$ cat config.mk
export PLATFORM = sky130hd
export DESIGN_NAME = skt_datapath
export DESIGN_NICKNAME = d
export VERILOG_FILES = /design/src/skt_pkg.sv /design/src/skt_ram.sv /design/src/skt_datapath.sv
export SDC_FILE = /design/constraint.sdc
export NUM_CORES = 2
export LEC_CHECK = 0
export BUFFER_PORTS_ARGS = -buffer_cell sky130_fd_sc_hd__buf_4
export CORE_MARGIN = 2
export CORE_UTILIZATION = 45
export CTS_CLUSTER_SIZE = 30
export DETAILED_ROUTE_END_ITERATION = 10
export PLACE_DENSITY_LB_ADDON = 0.3
export SLEW_MARGIN = 40
export SYNTH_ARGS = -nofsm -noshare
export SYNTH_HDL_FRONTEND = slang
export SYNTH_SLANG_ARGS = --single-unit
$ cat constraint.sdc
create_clock -name clock -period 11.4 [get_ports clock]
set_clock_uncertainty 0.1 [all_clocks]
set_input_delay 1.71 -clock clock [delete_from_list [all_inputs] [get_ports clock]]
set_output_delay 1.71 -clock clock [all_outputs]
set_load 0.02 [all_outputs]
$ cat src/skt_pkg.sv
// Shared types and constants of the sorted key table engine.
package skt_pkg;

   localparam int TABLE_DEPTH = 64;
   localparam int IDX_W       = $clog2(TABLE_DEPTH);
   localparam int CNT_W       = $clog2(TABLE_DEPTH + 1);
   localparam int KEY_W       = 32;
   localparam int QTY_W       = 32;
   localparam int CMD_W       = 2;
   localparam int STATUS_W    = 2;

   typedef enum logic [CMD_W-1:0] {
      CMD_INSERT = 2'd0,
      CMD_SEARCH = 2'd1,
      CMD_UPDATE = 2'd2
   } cmd_type;

   typedef enum logic [STATUS_W-1:0] {
      ST_OK        = 2'd0,
      ST_EXISTS    = 2'd1,
      ST_FULL      = 2'd2,
      ST_NOT_FOUND = 2'd3
   } status_type;

   typedef enum logic [3:0] {
      S_IDLE,
      S_DISPATCH,
      S_PROBE,
      S_COMPARE,
      S_DECIDE,
      S_SHIFT_CHK,
      S_SHIFT_WR,
      S_INSERT,
      S_UPDATE,
      S_RESP
   } state_type;

   typedef struct packed {
      logic       load_req;
      logic       rd_mid;
      logic       cmp;
      logic       init_shift;
      logic       rd_shift;
      logic       wr_shift;
      logic       wr_insert;
      logic       wr_update;
      logic       set_status;
      status_type status_val;
      logic       load_rsp;
   } ctrl_cmd_type;

   typedef struct packed {
      logic             search_done;
      logic             found;
      logic             full;
      logic             shift_done;
      logic             rsp_free;
      logic [CMD_W-1:0] cmd_code;
   } dp_flags_type;

endpackage

$ cat src/skt_ram.sv
// Generic single-write, single-read RAM with registered read data.
module skt_ram #(
   parameter int WIDTH = 32,
   parameter int DEPTH = 64
) (
   input  logic                     clock,
   input  logic                     wr_en,
   input  logic [$clog2(DEPTH)-1:0] wr_addr,
   input  logic [WIDTH-1:0]         wr_data,
   input  logic                     rd_en,
   input  logic [$clog2(DEPTH)-1:0] rd_addr,
   output logic [WIDTH-1:0]         rd_data
);

   logic [WIDTH-1:0] mem_ff [DEPTH];
   logic [WIDTH-1:0] rd_data_ff;

   always_ff @(posedge clock) begin
      if (wr_en) begin
         mem_ff[wr_addr] <= wr_data;
      end
      if (rd_en) begin
         rd_data_ff <= mem_ff[rd_addr];
      end
   end

   assign rd_data = rd_data_ff;

endmodule

$ cat src/skt_datapath.sv
// Datapath: request registers, search bounds, table RAMs, entry count, result register.
module skt_datapath (
   input  logic                                clock,
   input  logic                                reset,
   input  logic [skt_pkg::CMD_W-1:0]           req_command,
   input  logic signed [skt_pkg::KEY_W-1:0]    req_part_key,
   input  logic signed [skt_pkg::QTY_W-1:0]    req_amount,
   input  skt_pkg::ctrl_cmd_type               cmd,
   output skt_pkg::dp_flags_type               flags,
   output logic                                rsp_valid,
   input  logic                                rsp_stall,
   output logic [skt_pkg::STATUS_W-1:0]        rsp_status,
   output logic signed [skt_pkg::QTY_W-1:0]    rsp_quantity_out
);

   localparam int CNT_W = skt_pkg::CNT_W;
   localparam int IDX_W = skt_pkg::IDX_W;

   logic [skt_pkg::CMD_W-1:0]        cmd_ff, cmd_in;
   logic signed [skt_pkg::KEY_W-1:0] key_ff, key_in;
   logic signed [skt_pkg::QTY_W-1:0] amt_ff, amt_in;
   logic signed [skt_pkg::QTY_W-1:0] qty_ff, qty_in;
   logic [CNT_W-1:0]                 lo_ff, lo_in;
   logic [CNT_W-1:0]                 hi_ff, hi_in;
   logic [CNT_W-1:0]                 sh_ff, sh_in;
   logic [CNT_W-1:0]                 count_ff, count_in;
   logic                             found_ff, found_in;
   skt_pkg::status_type              status_ff, status_in;
   logic                             rsp_valid_ff, rsp_valid_in;
   skt_pkg::status_type              rsp_status_ff, rsp_status_in;
   logic signed [skt_pkg::QTY_W-1:0] rsp_qty_ff, rsp_qty_in;

   logic [CNT_W:0]                   bound_sum;
   logic [CNT_W-1:0]                 mid;
   logic [CNT_W-1:0]                 sh_prev;
   logic signed [skt_pkg::KEY_W-1:0] key_rd;
   logic signed [skt_pkg::QTY_W-1:0] qty_rd;
   logic signed [skt_pkg::QTY_W-1:0] qty_sum;
   logic                             rd_en;
   logic [IDX_W-1:0]                 rd_addr;
   logic                             key_wr_en;
   logic                             qty_wr_en;
   logic [IDX_W-1:0]                 wr_addr;
   logic [skt_pkg::KEY_W-1:0]        key_wr_data;
   logic [skt_pkg::QTY_W-1:0]        qty_wr_data;

   assign bound_sum = {1'b0, lo_ff} + {1'b0, hi_ff};
   assign mid       = bound_sum[CNT_W:1];
   assign sh_prev   = sh_ff - CNT_W'(1);
   assign qty_sum   = qty_ff + amt_ff;

   assign rd_en   = cmd.rd_mid | cmd.rd_shift;
   assign rd_addr = cmd.rd_shift ? sh_prev[IDX_W-1:0] : mid[IDX_W-1:0];

   always_comb begin
      key_wr_en   = 1'b0;
      qty_wr_en   = 1'b0;
      wr_addr     = lo_ff[IDX_W-1:0];
      key_wr_data = key_ff;
      qty_wr_data = amt_ff;
      if (cmd.wr_shift) begin
         key_wr_en   = 1'b1;
         qty_wr_en   = 1'b1;
         wr_addr     = sh_ff[IDX_W-1:0];
         key_wr_data = key_rd;
         qty_wr_data = qty_rd;
      end else if (cmd.wr_insert) begin
         key_wr_en = 1'b1;
         qty_wr_en = 1'b1;
      end else if (cmd.wr_update) begin
         qty_wr_en   = 1'b1;
         qty_wr_data = qty_sum;
      end
   end

   skt_ram #(
      .WIDTH (skt_pkg::KEY_W),
      .DEPTH (skt_pkg::TABLE_DEPTH)
   ) key_ram (
      .clock   (clock),
      .wr_en   (key_wr_en),
      .wr_addr (wr_addr),
      .wr_data (key_wr_data),
      .rd_en   (rd_en),
      .rd_addr (rd_addr),
      .rd_data (key_rd)
   );

   skt_ram #(
      .WIDTH (skt_pkg::QTY_W),
      .DEPTH (skt_pkg::TABLE_DEPTH)
   ) qty_ram (
      .clock   (clock),
      .wr_en   (qty_wr_en),
      .wr_addr (wr_addr),
      .wr_data (qty_wr_data),
      .rd_en   (rd_en),
      .rd_addr (rd_addr),
      .rd_data (qty_rd)
   );

   always_comb begin
      cmd_in        = cmd_ff;
      key_in        = key_ff;
      amt_in        = amt_ff;
      qty_in        = qty_ff;
      lo_in         = lo_ff;
      hi_in         = hi_ff;
      sh_in         = sh_ff;
      count_in      = count_ff;
      found_in      = found_ff;
      status_in     = status_ff;
      rsp_valid_in  = rsp_valid_ff & rsp_stall;
      rsp_status_in = rsp_status_ff;
      rsp_qty_in    = rsp_qty_ff;

      if (cmd.load_req) begin
         cmd_in   = req_command;
         key_in   = req_part_key;
         amt_in   = req_amount;
         lo_in    = '0;
         hi_in    = count_ff;
         found_in = 1'b0;
      end
      if (cmd.cmp) begin
         if (key_rd < key_ff) begin
            lo_in = mid + CNT_W'(1);
         end else begin
            hi_in = mid;
         end
         if (key_rd == key_ff) begin
            found_in = 1'b1;
            qty_in   = qty_rd;
         end
      end
      if (cmd.init_shift) sh_in = count_ff;
      if (cmd.wr_shift)   sh_in = sh_prev;
      if (cmd.wr_insert) begin
         count_in = count_ff + CNT_W'(1);
         qty_in   = amt_ff;
      end
      if (cmd.wr_update)  qty_in = qty_sum;
      if (cmd.set_status) status_in = cmd.status_val;
      if (cmd.load_rsp) begin
         rsp_valid_in  = 1'b1;
         rsp_status_in = status_ff;
         rsp_qty_in    = (status_ff == skt_pkg::ST_OK) ? qty_ff : '0;
      end
   end

   always_ff @(posedge clock) begin
      if (reset) begin
         count_ff     <= '0;
         rsp_valid_ff <= 1'b0;
      end else begin
         count_ff     <= count_in;
         rsp_valid_ff <= rsp_valid_in;
      end
      cmd_ff        <= cmd_in;
      key_ff        <= key_in;
      amt_ff        <= amt_in;
      qty_ff        <= qty_in;
      lo_ff         <= lo_in;
      hi_ff         <= hi_in;
      sh_ff         <= sh_in;
      found_ff      <= found_in;
      status_ff     <= status_in;
      rsp_status_ff <= rsp_status_in;
      rsp_qty_ff    <= rsp_qty_in;
   end

   assign flags.search_done = (lo_ff >= hi_ff);
   assign flags.found       = found_ff;
   assign flags.full        = (count_ff >= CNT_W'(skt_pkg::TABLE_DEPTH));
   assign flags.shift_done  = (sh_ff == lo_ff);
   assign flags.rsp_free    = !rsp_valid_ff || !rsp_stall;
   assign flags.cmd_code    = cmd_ff;

   assign rsp_valid        = rsp_valid_ff;
   assign rsp_status       = rsp_status_ff;
   assign rsp_quantity_out = rsp_qty_ff;

   assert property (@(posedge clock) disable iff (reset)
      count_ff <= CNT_W'(skt_pkg::TABLE_DEPTH))
      else $error("entry count beyond table depth");

   assert property (@(posedge clock) disable iff (reset)
      cmd.wr_insert |-> (count_ff < CNT_W'(skt_pkg::TABLE_DEPTH)))
      else $error("insert write into a full table");

   assert property (@(posedge clock) disable iff (reset)
      cmd.wr_insert |=> (count_ff == $past(count_ff) + CNT_W'(1)))
      else $error("entry count did not advance on insert");

   assert property (@(posedge clock) disable iff (reset)
      cmd.wr_shift |-> (sh_ff > lo_ff))
      else $error("shift below the insert position");

endmodule

==> impl_metrics.tcl <==
set metrics [dict create \
    status "complete, no violations" \
    first_iter_violations 10753 \
    path_cells "ha_1, fa_1, nor2b_1, o21a_1, o31a_1, o31ai_4, buf_4, buf_12, nand2b_4, buf_4, o22ai_1, a2111oi_2" \
    synth.avg_cell_area_um2 21.3 \
    area_delta_synth_final_pct 13.8 \
    synthCells 7959 \
    core-area_um2 376000 \
    pre_cts_ws_ns 4.86 \
    maxSlewHeadroom_pct 36.7 \
    finalSetupViolCount 0 \
    async_reset_ff_share_pct 0 \
    worst_pin_slew_ns 0.949 \
    wl_per_cell_um 33.1 \
    grt_pass1_wl_um 639000 \
    grt_overflow 0 \
    fmax_ghz 0.173 \
    path_common_cell "buf_4" \
    syn-cell-area_um2 170000 \
    clkSinkCount 4324 \
    insertion_delay_ns 0.99 \
    grt_pass1_vias 85526 \
    yosys.area.top_type_share_pct 76.1 \
    clockBufferDepth 4 \
    end_kind "register" \
    critPathArrivalTime_ns 6.46 \
    avgViaCountPerCell 6.14 \
    drive_gt1_share_pct 29.2 \
    yosysTopAreaCell "edfxtp_1" \
    synthFlopType "edfxtp_1" \
    die_w_um 618 \
    maxSlewViolCount 0 \
    cp-start-kind "register" \
    grt.total_usage_pct 23.5 \
    multi_input_area_um2 39700 \
    p_leak_nw 61.3 \
    antenna_found_initial 8 \
    tns_ns 0 \
    layout_commonest_cell "edfxtp_1" \
    required_ns 12.08 \
    first_pass_iters 8 \
    crit_path_max_fanout 56 \
    synth_seq_cells 4324 \
    postCtsSetupRepairBufs 0 \
    grt_max_degree 124 \
    start_util_pct 45.2 \
    synth_area_leaders "edfxtp_1 76%, mux4_2 14%, mux2i_1 1.4%" \
    hpwl_um 252000 \
    cts_tree "built" \
    critPathMaxStageDelay_ns 0.72 \
    hold_path_class "register to register" \
    ios 123 \
    hold_viol_final 0 \
    cts_hold_buf 0 \
    fin_crit_ns 5.78 \
    fin_util_pct 51.4 \
    synth.yosys.seq_area_share_pct 76.4 \
    synth_nets 8123 \
    die_y_um 618 \
    maxCapViolCount 0 \
    mostFrequentLayoutCells "4,301 x edfxtp_1, 1,024 x mux4_2, 430 x clkbuf_16" \
    synth_edf_count 4301 \
    cts.clk_slew.worst_paths_ns 0.07 \
    rsz0062_at_grt "no" \
    row_count 225 \
    crit_buf_inv 3 \
    fin_crit_sh_pct 50.7 \
    seq_area_um2 130000 \
    setup_slack_ns 5.62 \
    htreeDepth 5 \
    portBuffers 122 \
    fill_cells 29209 \
    post_cts_resized 0 \
    ir_drop_mv 0.169 \
    worst_path_max_delay_cell "nand2b_4" \
    cpLargestDelayFamily "compound AO/OA/AOI/OAI gates" \
    drc 0 \
    place_congestion 0.867 \
    cts_buffers 423 \
    synth.distinct_cells 73 \
    final_antenna_net_count 0 \
    vias 84365 \
    power.density_nw_per_um2 210 \
    yosysWarningCount 0 \
    wirelength_um 454000 \
    nets 8536 \
    dieArea_um2 382000 \
    ctsRootBufferMaster "clkbuf_16" \
    crit_type "register to register" \
]
worst min-delay path, delay by kind of cell (launching register included):
family,cells,cell delay (ns)
AOI/OAI and AO/OA,1,0.06
buffers and inverters,1,0.05
DFF,1,0.31
stage by stage:
stage | hold WS (ns) | total power [mW] | instance area (um^2) | instances
final | 0.361 | 40.6 | 193000 | 13738
after global routing | 0.424 | 42.0 | 193000 | 13736
after CTS | 0.371 | 40.9 | 193000 | 13722
after detailed placement | 0.358 | 27.4 | 180000 | 12933
after global placement | 0.354 | 27.1 | 179000 | 12910
after floorplan | 0.327 | 24.8 | 170000 | 7959
synthesized netlist by cell type, types with 81 or more instances:
cell type and n:
ha_1 81, nand3_1 146, buf_2 163, clkbuf_1 195
nor2_1 172, o22ai_1 127, nor2b_1 86, edfxtp_1 4301
o21ai_0 98, nand2_1 395, a21oi_1 148, a211oi_1 83
mux4_2 1024, mux2_2 199, mux2i_1 242
worst paths after layout:
path	from	endpoint	slack, ns	depth (start not counted)
max	lo_ff[0]	qty_ram.rd_data[19]	5.62	12
min	found_ff	found_ff	0.36	2
max reg2reg	lo_ff[0]	qty_ram.rd_data[19]	5.62	12
min reg2reg	found_ff	found_ff	0.36	2
flip-flops by register name, summed over array words and instances (netlist names), 32 cells and up:
signal / cells
rsp_quantity_out: 32
qty_ram.rd_data: 32
key_ff: 32
qty_ram.mem_ff: 2048
amt_ff: 32
key_ram.mem_ff: 2048
qty_ff: 32
key_ram.rd_data: 32
where the power goes:
part | internal [mW] | switching [mW] | leakage (nW)
Combinational | 3.28 | 4.63 | 15.6
Clock | 7.68 | 5.97 | 6.54
Sequential | 18.8 | 0.254 | 39.2
layer usage:
metal,GRT usage [%],vias to the layer above,routed length [um]
li1,-,34028,-
met4,9.63,2,19500
met2,39.0,4081,225000
met1,31.6,45492,174000
met5,0,-,13
met3,3.36,762,35600
cell type report:
cell class,instances,share of cell area [%]
Tap cell,4994,3.24
Inverter,65,0.126
Antenna cell,8,0.0104
Multi-Input combinational cell,3135,20.5
Timing Repair Buffer,423,2.03
Clock buffer,524,5.75
Sequential cell,4324,67.1
Clock inverter,265,1.19
cell families (layout without fill, tap and decap cells):
family / count (synthesis) / after routing / synth area share, %
compound gates: 616 / 616 / 2.58
other cells: 0 / 8 / 0
flops: 4324 / 4324 / 76.4
buf+inv: 500 / 1277 / 1.33
mux: 1468 / 1468 / 16.4
fa+ha+maj: 83 / 83 / 0.621
simple gates: 917 / 917 / 2.45
xor+xnor: 51 / 51 / 0.263
Power figures use the tool's default switching activity.
