--- src/skt_pkg.sv ---
// Shared types and constants of the sorted key table engine.
package skt_pkg;

   localparam int TABLE_DEPTH = 64;
   localparam int IDX_W       = $clog2(TABLE_DEPTH);
   localparam int CNT_W       = $clog2(TABLE_DEPTH + 1);
   localparam int KEY_W       = 32;
   localparam int QTY_W       = 32;
   localparam int CMD_W       = 2;
   localparam int STATUS_W    = 2;

   typedef enum logic [CMD_W-1:0] {
      CMD_INSERT = 2'd0,
      CMD_SEARCH = 2'd1,
      CMD_UPDATE = 2'd2
   } cmd_type;

   typedef enum logic [STATUS_W-1:0] {
      ST_OK        = 2'd0,
      ST_EXISTS    = 2'd1,
      ST_FULL      = 2'd2,
      ST_NOT_FOUND = 2'd3
   } status_type;

   typedef enum logic [3:0] {
      S_IDLE,
      S_DISPATCH,
      S_PROBE,
      S_COMPARE,
      S_DECIDE,
      S_SHIFT_CHK,
      S_SHIFT_WR,
      S_INSERT,
      S_UPDATE,
      S_RESP
   } state_type;

   typedef struct packed {
      logic       load_req;
      logic       rd_mid;
      logic       cmp;
      logic       init_shift;
      logic       rd_shift;
      logic       wr_shift;
      logic       wr_insert;
      logic       wr_update;
      logic       set_status;
      status_type status_val;
      logic       load_rsp;
   } ctrl_cmd_type;

   typedef struct packed {
      logic             search_done;
      logic             found;
      logic             full;
      logic             shift_done;
      logic             rsp_free;
      logic [CMD_W-1:0] cmd_code;
   } dp_flags_type;

endpackage

--- src/skt_ctrl.sv ---
// Controller state machine: binary search, shift and write sequencing.
module skt_ctrl (
   input  logic                  clock,
   input  logic                  reset,
   input  logic                  req_valid,
   output logic                  req_stall,
   input  skt_pkg::dp_flags_type flags,
   output skt_pkg::ctrl_cmd_type cmd
);

   skt_pkg::state_type state_ff, state_in;
   logic               bad_code;

   assign bad_code = (flags.cmd_code != skt_pkg::CMD_INSERT) &&
                     (flags.cmd_code != skt_pkg::CMD_SEARCH) &&
                     (flags.cmd_code != skt_pkg::CMD_UPDATE);

   always_ff @(posedge clock) begin
      if (reset) begin
         state_ff <= skt_pkg::S_IDLE;
      end else begin
         state_ff <= state_in;
      end
   end

   always_comb begin
      state_in = state_ff;
      unique case (state_ff)
         skt_pkg::S_IDLE: begin
            if (req_valid) state_in = skt_pkg::S_DISPATCH;
         end
         skt_pkg::S_DISPATCH: begin
            if ((flags.cmd_code == skt_pkg::CMD_INSERT && flags.full) || bad_code) begin
               state_in = skt_pkg::S_RESP;
            end else begin
               state_in = skt_pkg::S_PROBE;
            end
         end
         skt_pkg::S_PROBE: begin
            state_in = flags.search_done ? skt_pkg::S_DECIDE : skt_pkg::S_COMPARE;
         end
         skt_pkg::S_COMPARE: state_in = skt_pkg::S_PROBE;
         skt_pkg::S_DECIDE: begin
            unique case (flags.cmd_code)
               skt_pkg::CMD_INSERT: begin
                  state_in = flags.found ? skt_pkg::S_RESP : skt_pkg::S_SHIFT_CHK;
               end
               skt_pkg::CMD_UPDATE: begin
                  state_in = flags.found ? skt_pkg::S_UPDATE : skt_pkg::S_RESP;
               end
               default: state_in = skt_pkg::S_RESP;
            endcase
         end
         skt_pkg::S_SHIFT_CHK: begin
            state_in = flags.shift_done ? skt_pkg::S_INSERT : skt_pkg::S_SHIFT_WR;
         end
         skt_pkg::S_SHIFT_WR: state_in = skt_pkg::S_SHIFT_CHK;
         skt_pkg::S_INSERT:   state_in = skt_pkg::S_RESP;
         skt_pkg::S_UPDATE:   state_in = skt_pkg::S_RESP;
         skt_pkg::S_RESP: begin
            if (flags.rsp_free) state_in = skt_pkg::S_IDLE;
         end
         default: state_in = skt_pkg::S_IDLE;
      endcase
   end

   always_comb begin
      cmd            = '0;
      cmd.status_val = skt_pkg::ST_NOT_FOUND;
      req_stall      = (state_ff != skt_pkg::S_IDLE);
      unique case (state_ff)
         skt_pkg::S_IDLE: cmd.load_req = req_valid;
         skt_pkg::S_DISPATCH: begin
            if (flags.cmd_code == skt_pkg::CMD_INSERT && flags.full) begin
               cmd.set_status = 1'b1;
               cmd.status_val = skt_pkg::ST_FULL;
            end else if (bad_code) begin
               cmd.set_status = 1'b1;
               cmd.status_val = skt_pkg::ST_NOT_FOUND;
            end
         end
         skt_pkg::S_PROBE:   cmd.rd_mid = !flags.search_done;
         skt_pkg::S_COMPARE: cmd.cmp = 1'b1;
         skt_pkg::S_DECIDE: begin
            unique case (flags.cmd_code)
               skt_pkg::CMD_INSERT: begin
                  if (flags.found) begin
                     cmd.set_status = 1'b1;
                     cmd.status_val = skt_pkg::ST_EXISTS;
                  end else begin
                     cmd.init_shift = 1'b1;
                  end
               end
               skt_pkg::CMD_SEARCH: begin
                  cmd.set_status = 1'b1;
                  cmd.status_val = flags.found ? skt_pkg::ST_OK : skt_pkg::ST_NOT_FOUND;
               end
               skt_pkg::CMD_UPDATE: begin
                  if (!flags.found) begin
                     cmd.set_status = 1'b1;
                     cmd.status_val = skt_pkg::ST_NOT_FOUND;
                  end
               end
               default: begin
                  cmd.set_status = 1'b1;
                  cmd.status_val = skt_pkg::ST_NOT_FOUND;
               end
            endcase
         end
         skt_pkg::S_SHIFT_CHK: cmd.rd_shift = !flags.shift_done;
         skt_pkg::S_SHIFT_WR:  cmd.wr_shift = 1'b1;
         skt_pkg::S_INSERT: begin
            cmd.wr_insert  = 1'b1;
            cmd.set_status = 1'b1;
            cmd.status_val = skt_pkg::ST_OK;
         end
         skt_pkg::S_UPDATE: begin
            cmd.wr_update  = 1'b1;
            cmd.set_status = 1'b1;
            cmd.status_val = skt_pkg::ST_OK;
         end
         skt_pkg::S_RESP: cmd.load_rsp = flags.rsp_free;
         default: ;
      endcase
   end

   assert property (@(posedge clock) disable iff (reset)
      (state_ff == skt_pkg::S_SHIFT_WR) |-> ($past(state_ff) == skt_pkg::S_SHIFT_CHK))
      else $error("shift write without a preceding shift read");

   assert property (@(posedge clock) disable iff (reset)
      (cmd.load_req) |=> (state_ff == skt_pkg::S_DISPATCH))
      else $error("accepted item did not start dispatch");

   assert property (@(posedge clock) disable iff (reset)
      (state_ff == skt_pkg::S_RESP && flags.rsp_free) |=> (state_ff == skt_pkg::S_IDLE))
      else $error("result handed off but controller not idle");

endmodule

--- config.mk ---
export PLATFORM = sky130hd
export DESIGN_NAME = skt_ctrl
export DESIGN_NICKNAME = d
export VERILOG_FILES = /design/src/skt_pkg.sv /design/src/skt_ctrl.sv
export SDC_FILE = /design/constraint.sdc
export NUM_CORES = 1
export LEC_CHECK = 0
export BUFFER_PORTS_ARGS = -buffer_cell sky130_fd_sc_hd__buf_2
export CELL_PAD_IN_SITES_DETAIL_PLACEMENT = 1
export CELL_PAD_IN_SITES_GLOBAL_PLACEMENT = 2
export CORE_ASPECT_RATIO = 1.25
export CORE_MARGIN = 4
export CORE_UTILIZATION = 24
export CTS_CLUSTER_DIAMETER = 60
export DETAILED_ROUTE_END_ITERATION = 8
export HOLD_SLACK_MARGIN = 0.06
export PLACE_DENSITY_LB_ADDON = 0.1
export SYNTH_ARGS = -nofsm -noshare
export SYNTH_HDL_FRONTEND = slang
export SYNTH_SLANG_ARGS = --single-unit
export TNS_END_PERCENT = 100
--- constraint.sdc ---
create_clock -name clock -period 1.7 [get_ports clock]
set_input_delay 0.17 -clock clock [delete_from_list [all_inputs] [get_ports clock]]
set_output_delay 0.17 -clock clock [all_outputs]
set_load 0.01 [all_outputs]
==> results of run 1 <==
## layout make-up
class	count	share of cell area [%]
repair buffers	30	24.7
flip-flops and latches	4	12.5
multi-input cells	57	54.4
inverters	3	1.64
clock buffers	3	3.27
well taps	19	3.45
## what timing repair did
| item | 4_1_cts | 5_1_grt |
|---|---|---|
| endpoints found under the setup margin | 1 | 5 |
| setup buffers | 0 | 1 |
| pin swaps | 0 | 0 |
| gates resized for setup | 1 | 6 |
## stage by stage
step | TNS [ps] | total power [mW] | area (µm²) | setup WS (ps) | utilization, %
floorplan | 0 | 0.308 | 487 | 358 | -
global placement | 0 | 0.417 | 638 | 240 | 34.5
detailed placement | 0 | 0.416 | 638 | 221 | 34.5
CTS | 0 | 0.543 | 662 | 10.8 | 35.8
global route | -38.7 | 0.622 | 688 | -38.7 | 37.2
finish | 0 | 0.562 | 688 | 79.0 | 37.2
## worst reg2reg max path, stage by stage (launching register included)
cell and delay, ps:
dfxtp_4 360, buf_4 160, nor4bb_1 340, a21oi_1 90, o221ai_1 190, a211oi_1 100
## kinds of logic after synthesis
family / share of synthesized area (%)
DFF: 16.5
and+or+nand+nor: 41.9
AOI/OAI and AO/OA: 32.1
buffers and inverters: 9.51
## worst paths after layout
check / from / endpoint / slack [ps] / cells after the start
max: state_ff[0] / cmd[3] / 80 / 4
min: reset / state_ff[0] / 130 / 2
max reg2reg: state_ff[0] / state_ff[0] / 330 / 5
min reg2reg: state_ff[1] / state_ff[1] / 610 / 1
## power groups by stage
stage | Combinational [mW] | Sequential, mW | Clock, mW
after detailed placement | 0.279 | 0.137 | 0
final | 0.300 | 0.140 | 0.123
after CTS | 0.281 | 0.137 | 0.125
after floorplan | 0.188 | 0.120 | 0
after global placement | 0.281 | 0.136 | 0
after global routing | 0.340 | 0.144 | 0.138
## layout by cell type, fill, tap and decap left out, types with 2 or more instances in the layout
cell,count
a21oi_1,5
a21oi_2,2
a31oi_1,2
buf_2,22
buf_4,8
clkbuf_4,3
dfxtp_2,2
inv_1,3
nand2_1,2
nand2b_1,5
nor2_1,8
nor2b_1,3
nor3_1,2
nor4_1,3
o21ai_0,3
## per-layer routing
layer  routed length (µm)  up-vias
li1                     -      314
met1                  762      281
met2                  867       22
met3                  118        7
met4                   42        0
met5                    0        -
==> metrics.csv, run 1 <==
metric,value,unit
status,"complete, no violations",
drt-vias-per-instance,5.38,
power.switching,0.228,mW
first_pass_iters,4,
finalHoldViolCount,0,
slowest_stage,dfxtp_4,
rows,17,
path_buf_inv,1,
die_w,48.3,µm
p_int,0.334,mW
cts_sinks,4,
synthArstFlopShare,0,%
boundaryPins,23,
cts-htree-levels,1,
dp_hpwl,1400,µm
slowest_delay,370,ps
synth_top_area_share,16.5,%
maxCapViolCount,0,
p_per_area,817,nW/µm²
switching_share,40.6,%
drive_gt1_share,45.4,%
synth_edf_count,0,
seq_power_share,24.9,%
initial_utilization,26.3,%
drt-initial-drc-count,13,
cts_root_buf,clkbuf_4,
worstSkewPairLatency,240,ps
crit_path_end_kind,output port,
p_clk_share,21.8,%
antenna_found_initial,0,
startpoint_type,register,
cts_inserted_buffers,3,
p_comb_share,53.3,%
wl_per_cell,15.4,µm
vias,624,
coreArea,1850,µm²
synth.net_count,78,
ys_top_cells_by_area,"dfxtp_1 (16%), nor2_1 (6.9%), nand2b_1 (6.4%)",
drcViolationCount,0,
track_usage,14.2,%
multi_input_comb_area,374,µm²
final_nets,109,
largest_register_ffs,4,
critPathTopFamily,compound AO/OA/AOI/OAI gates,
ys_seq_area_share,16.5,%
grt_pass1_vias,608,
crit_arrival,1450,ps
cts_tree,built,
cp_data_required_time,1530,ps
ir_drop,0.000387,V
critical_path.cell_chain,or2b_1 > o32a_1 > o21bai_1 > buf_2,
synth_top_area_cell,dfxtp_1,
fmax,617,MHz
grt_remaining_overflow,0,
grt-busiest-layer,met2,
crit_fanout,7,
place_congestion,0.805,
ys.warnings.count,0,
grt_pass1_wl,2850,µm
diodes,0,
synth_common_cells,"nor2_1 (9), a21oi_1 (5), nand2b_1 (5)",
max_slew_margin,76.1,%
synth.avg_cell_area,7.16,µm²
maxSlewViolCount,0,
syn-cell-area,487,µm²
setup_violations,0,
area_delta_synth_final,41.4,%
crit_type,register to output port,
synth_cell_types,34,
grt_use_met2,21.5,%
finalCritPeriodShare,95.4,%
ant_nets,0,
ys_seq_elements,4,
grt_start_max_net_pins,12,
ctsHoldBuffers,0,
clk_pin_slew,40,ps
register_area,86.3,µm²
use_met3,4.59,%
die_area,2820,µm²
port_buffers,22,
top_register,state_ff,
finalWirelength,1790,µm
leakage,0.319,nW
yosysMostFrequentCell,nor2_1,
ys.flop_type,dfxtp_1,
syn_inst,68,
timing.hold.ws,130,ps
tightest_slew,350,ps
largestRegisters,state_ff: 4 flops,
clock_path_buffers,2,
hp-class,input pin to register,
clock_skew,1.52,ps
finalCriticalPeriod,1620,ps
fp.dieH,58.4,µm
final_cells,116,
grtUsageMet1,17.9,%
fillers,254,
dp.cells,112,
(Power assumes the default switching activity.)
==> run 2, diff against run 1 <==
PLACE_DENSITY_LB_ADDON = 0.3   (was 0.1)
==> run 2 against run 1 <==
- flip-flop and latch count is the same
- power shrank 2.9%
- critical endpoint unchanged
- highest routed layer is now met3
- register-to-register slack lost 20 ps
- first-iteration DRC count shrank 69%
- setup slack lost 8.3 ps
==> metrics.csv, run 2 (synthesis results as in run 1) <==
metric,value,unit
min_to,state_ff[0],
timing.hold.ws,146,ps
dp_slack,82.9,ps
antenna_found_initial,0,
cts_root_buf,clkbuf_4,
drive_gt1_share,42.7,%
cp_data_required_time,1530,ps
die_w,48.3,µm
r2r_start,state_ff[0],
layout_commonest_cell,buf_2,
drcViolationCount,0,
finalCritPeriodShare,95.8,%
clock_path_buffers,2,
grt_start_max_net_pins,15,
largest_register_ffs,4,
design_area,672,µm²
track_usage,13.5,%
maxCapViolCount,0,
wl_per_cell,15.2,µm
grt_pass1_vias,592,
r2r_cells,5,
boundaryPins,23,
finalHoldViolCount,0,
leakage,0.311,nW
max_slew_margin,74.2,%
r2r-end,state_ff[0],
grt_remaining_overflow,0,
crit_type,register to output port,
dp_hpwl,1340,µm
cts_tree,built,
top_register,state_ff,
rows,17,
finalCriticalPeriod,1630,ps
startpoint_type,register,
cts_inserted_buffers,3,
clk_pin_slew,40,ps
ir_drop,0.000302,V
initial_utilization,26.3,%
port_buffers,22,
regToRegSetupSlack,310,ps
crit_path_end_kind,output port,
fp.dieH,58.4,µm
area_delta_synth_final,38.0,%
drt-initial-drc-count,4,
crit_fanout,8,
fmax,614,MHz
finalWirelength,1750,µm
tightest_slew,381,ps
place_congestion,0.717,
final_nets,108,
hold_depth,2,
cts-htree-levels,1,
final_cell_mix,"buf_2 (23), nor2_1 (8), buf_4 (6), nand2b_1 (5), a21oi_1 (5)",
place_area,623,µm²
diodes,0,
die_area,2820,µm²
p_per_area,813,nW/µm²
crit_arrival,1460,ps
cts_sinks,4,
worstSkewPairLatency,230,ps
grt_pass1_wl,2790,µm
first_pass_iters,2,
coreArea,1850,µm²
largestRegisters,state_ff: 4 flops,
drt-vias-per-instance,5.30,
maxSlewViolCount,0,
setup_violations,0,
ant_nets,0,
status,"complete, no violations",
clock_skew,0.537,ps
hp-class,input pin to register,
min_from,reset,
setup_ws,70.7,ps
vias,609,
==> run 2: cell count changes in the layout (fill, tap and decap cells not counted) <==
cell	before	now
dfxtp_2	2	1
nor3_2	1	0
buf_2	22	23
nor3_1	2	3
dfxtp_1	1	2
buf_4	8	6
==> run 2: layout make-up <==
cell class                      count  area [µm²]
Fill cell                         256        1180
Sequential cell                     4        85.1
Inverter                            3        11.3
Multi-Input combinational cell     57         369
Tap cell                           19        23.8
Timing Repair Buffer               29         160
Clock buffer                        3        22.5
==> run 2: layer usage <==
layer | wire (µm) | track usage (%)
met2 | 854 | 19.4
met1 | 816 | 20.0
met4 | 0 | 5.77
met5 | 0 | 0
met3 | 82 | 1.22
==> run 2: metrics by stage <==
stage,cells,setup TNS (ps),utilization [%],total power [mW]
3_5_place_dp,110,0,33.7,0.404
4_1_cts,113,0,35.5,0.535
6_report,115,0,36.3,0.546
3_3_place_gp,110,0,33.7,0.403
5_1_grt,115,-18.7,36.3,0.600
2_1_floorplan,68,0,-,0.308
==> run 2: worst max-delay path by stage <==
stage,start,to,slack [ps],cells past startpoint
after floorplan,state_ff[3],cmd[2],360,4
after global placement,state_ff[0],cmd[3],120,4
after detailed placement,state_ff[0],cmd[3],80,4
after CTS,state_ff[0],cmd[3],20,4
after global routing,state_ff[0],cmd[3],-20,4
final,state_ff[0],cmd[3],70,4
==> run 2: worst max-delay path, cell delays in order (launching register included) <==
cell and delay (ps):
dfxtp_4 380, or2b_1 270, o32a_1 330, o21bai_1 110
buf_2 140
==> run 2: report_power, final <==
group          internal, mW  switching [mW]
combinational         0.135           0.156
clock                0.0789          0.0372
sequential            0.112          0.0268
total                 0.326           0.220
==> run 2: what timing repair did <==
action                                  in CTS  in global routing
gates resized for setup                      4                  1
buffers inserted                             0                  2
endpoints found under the setup margin       3                  3
hold buffers                                 0                  0
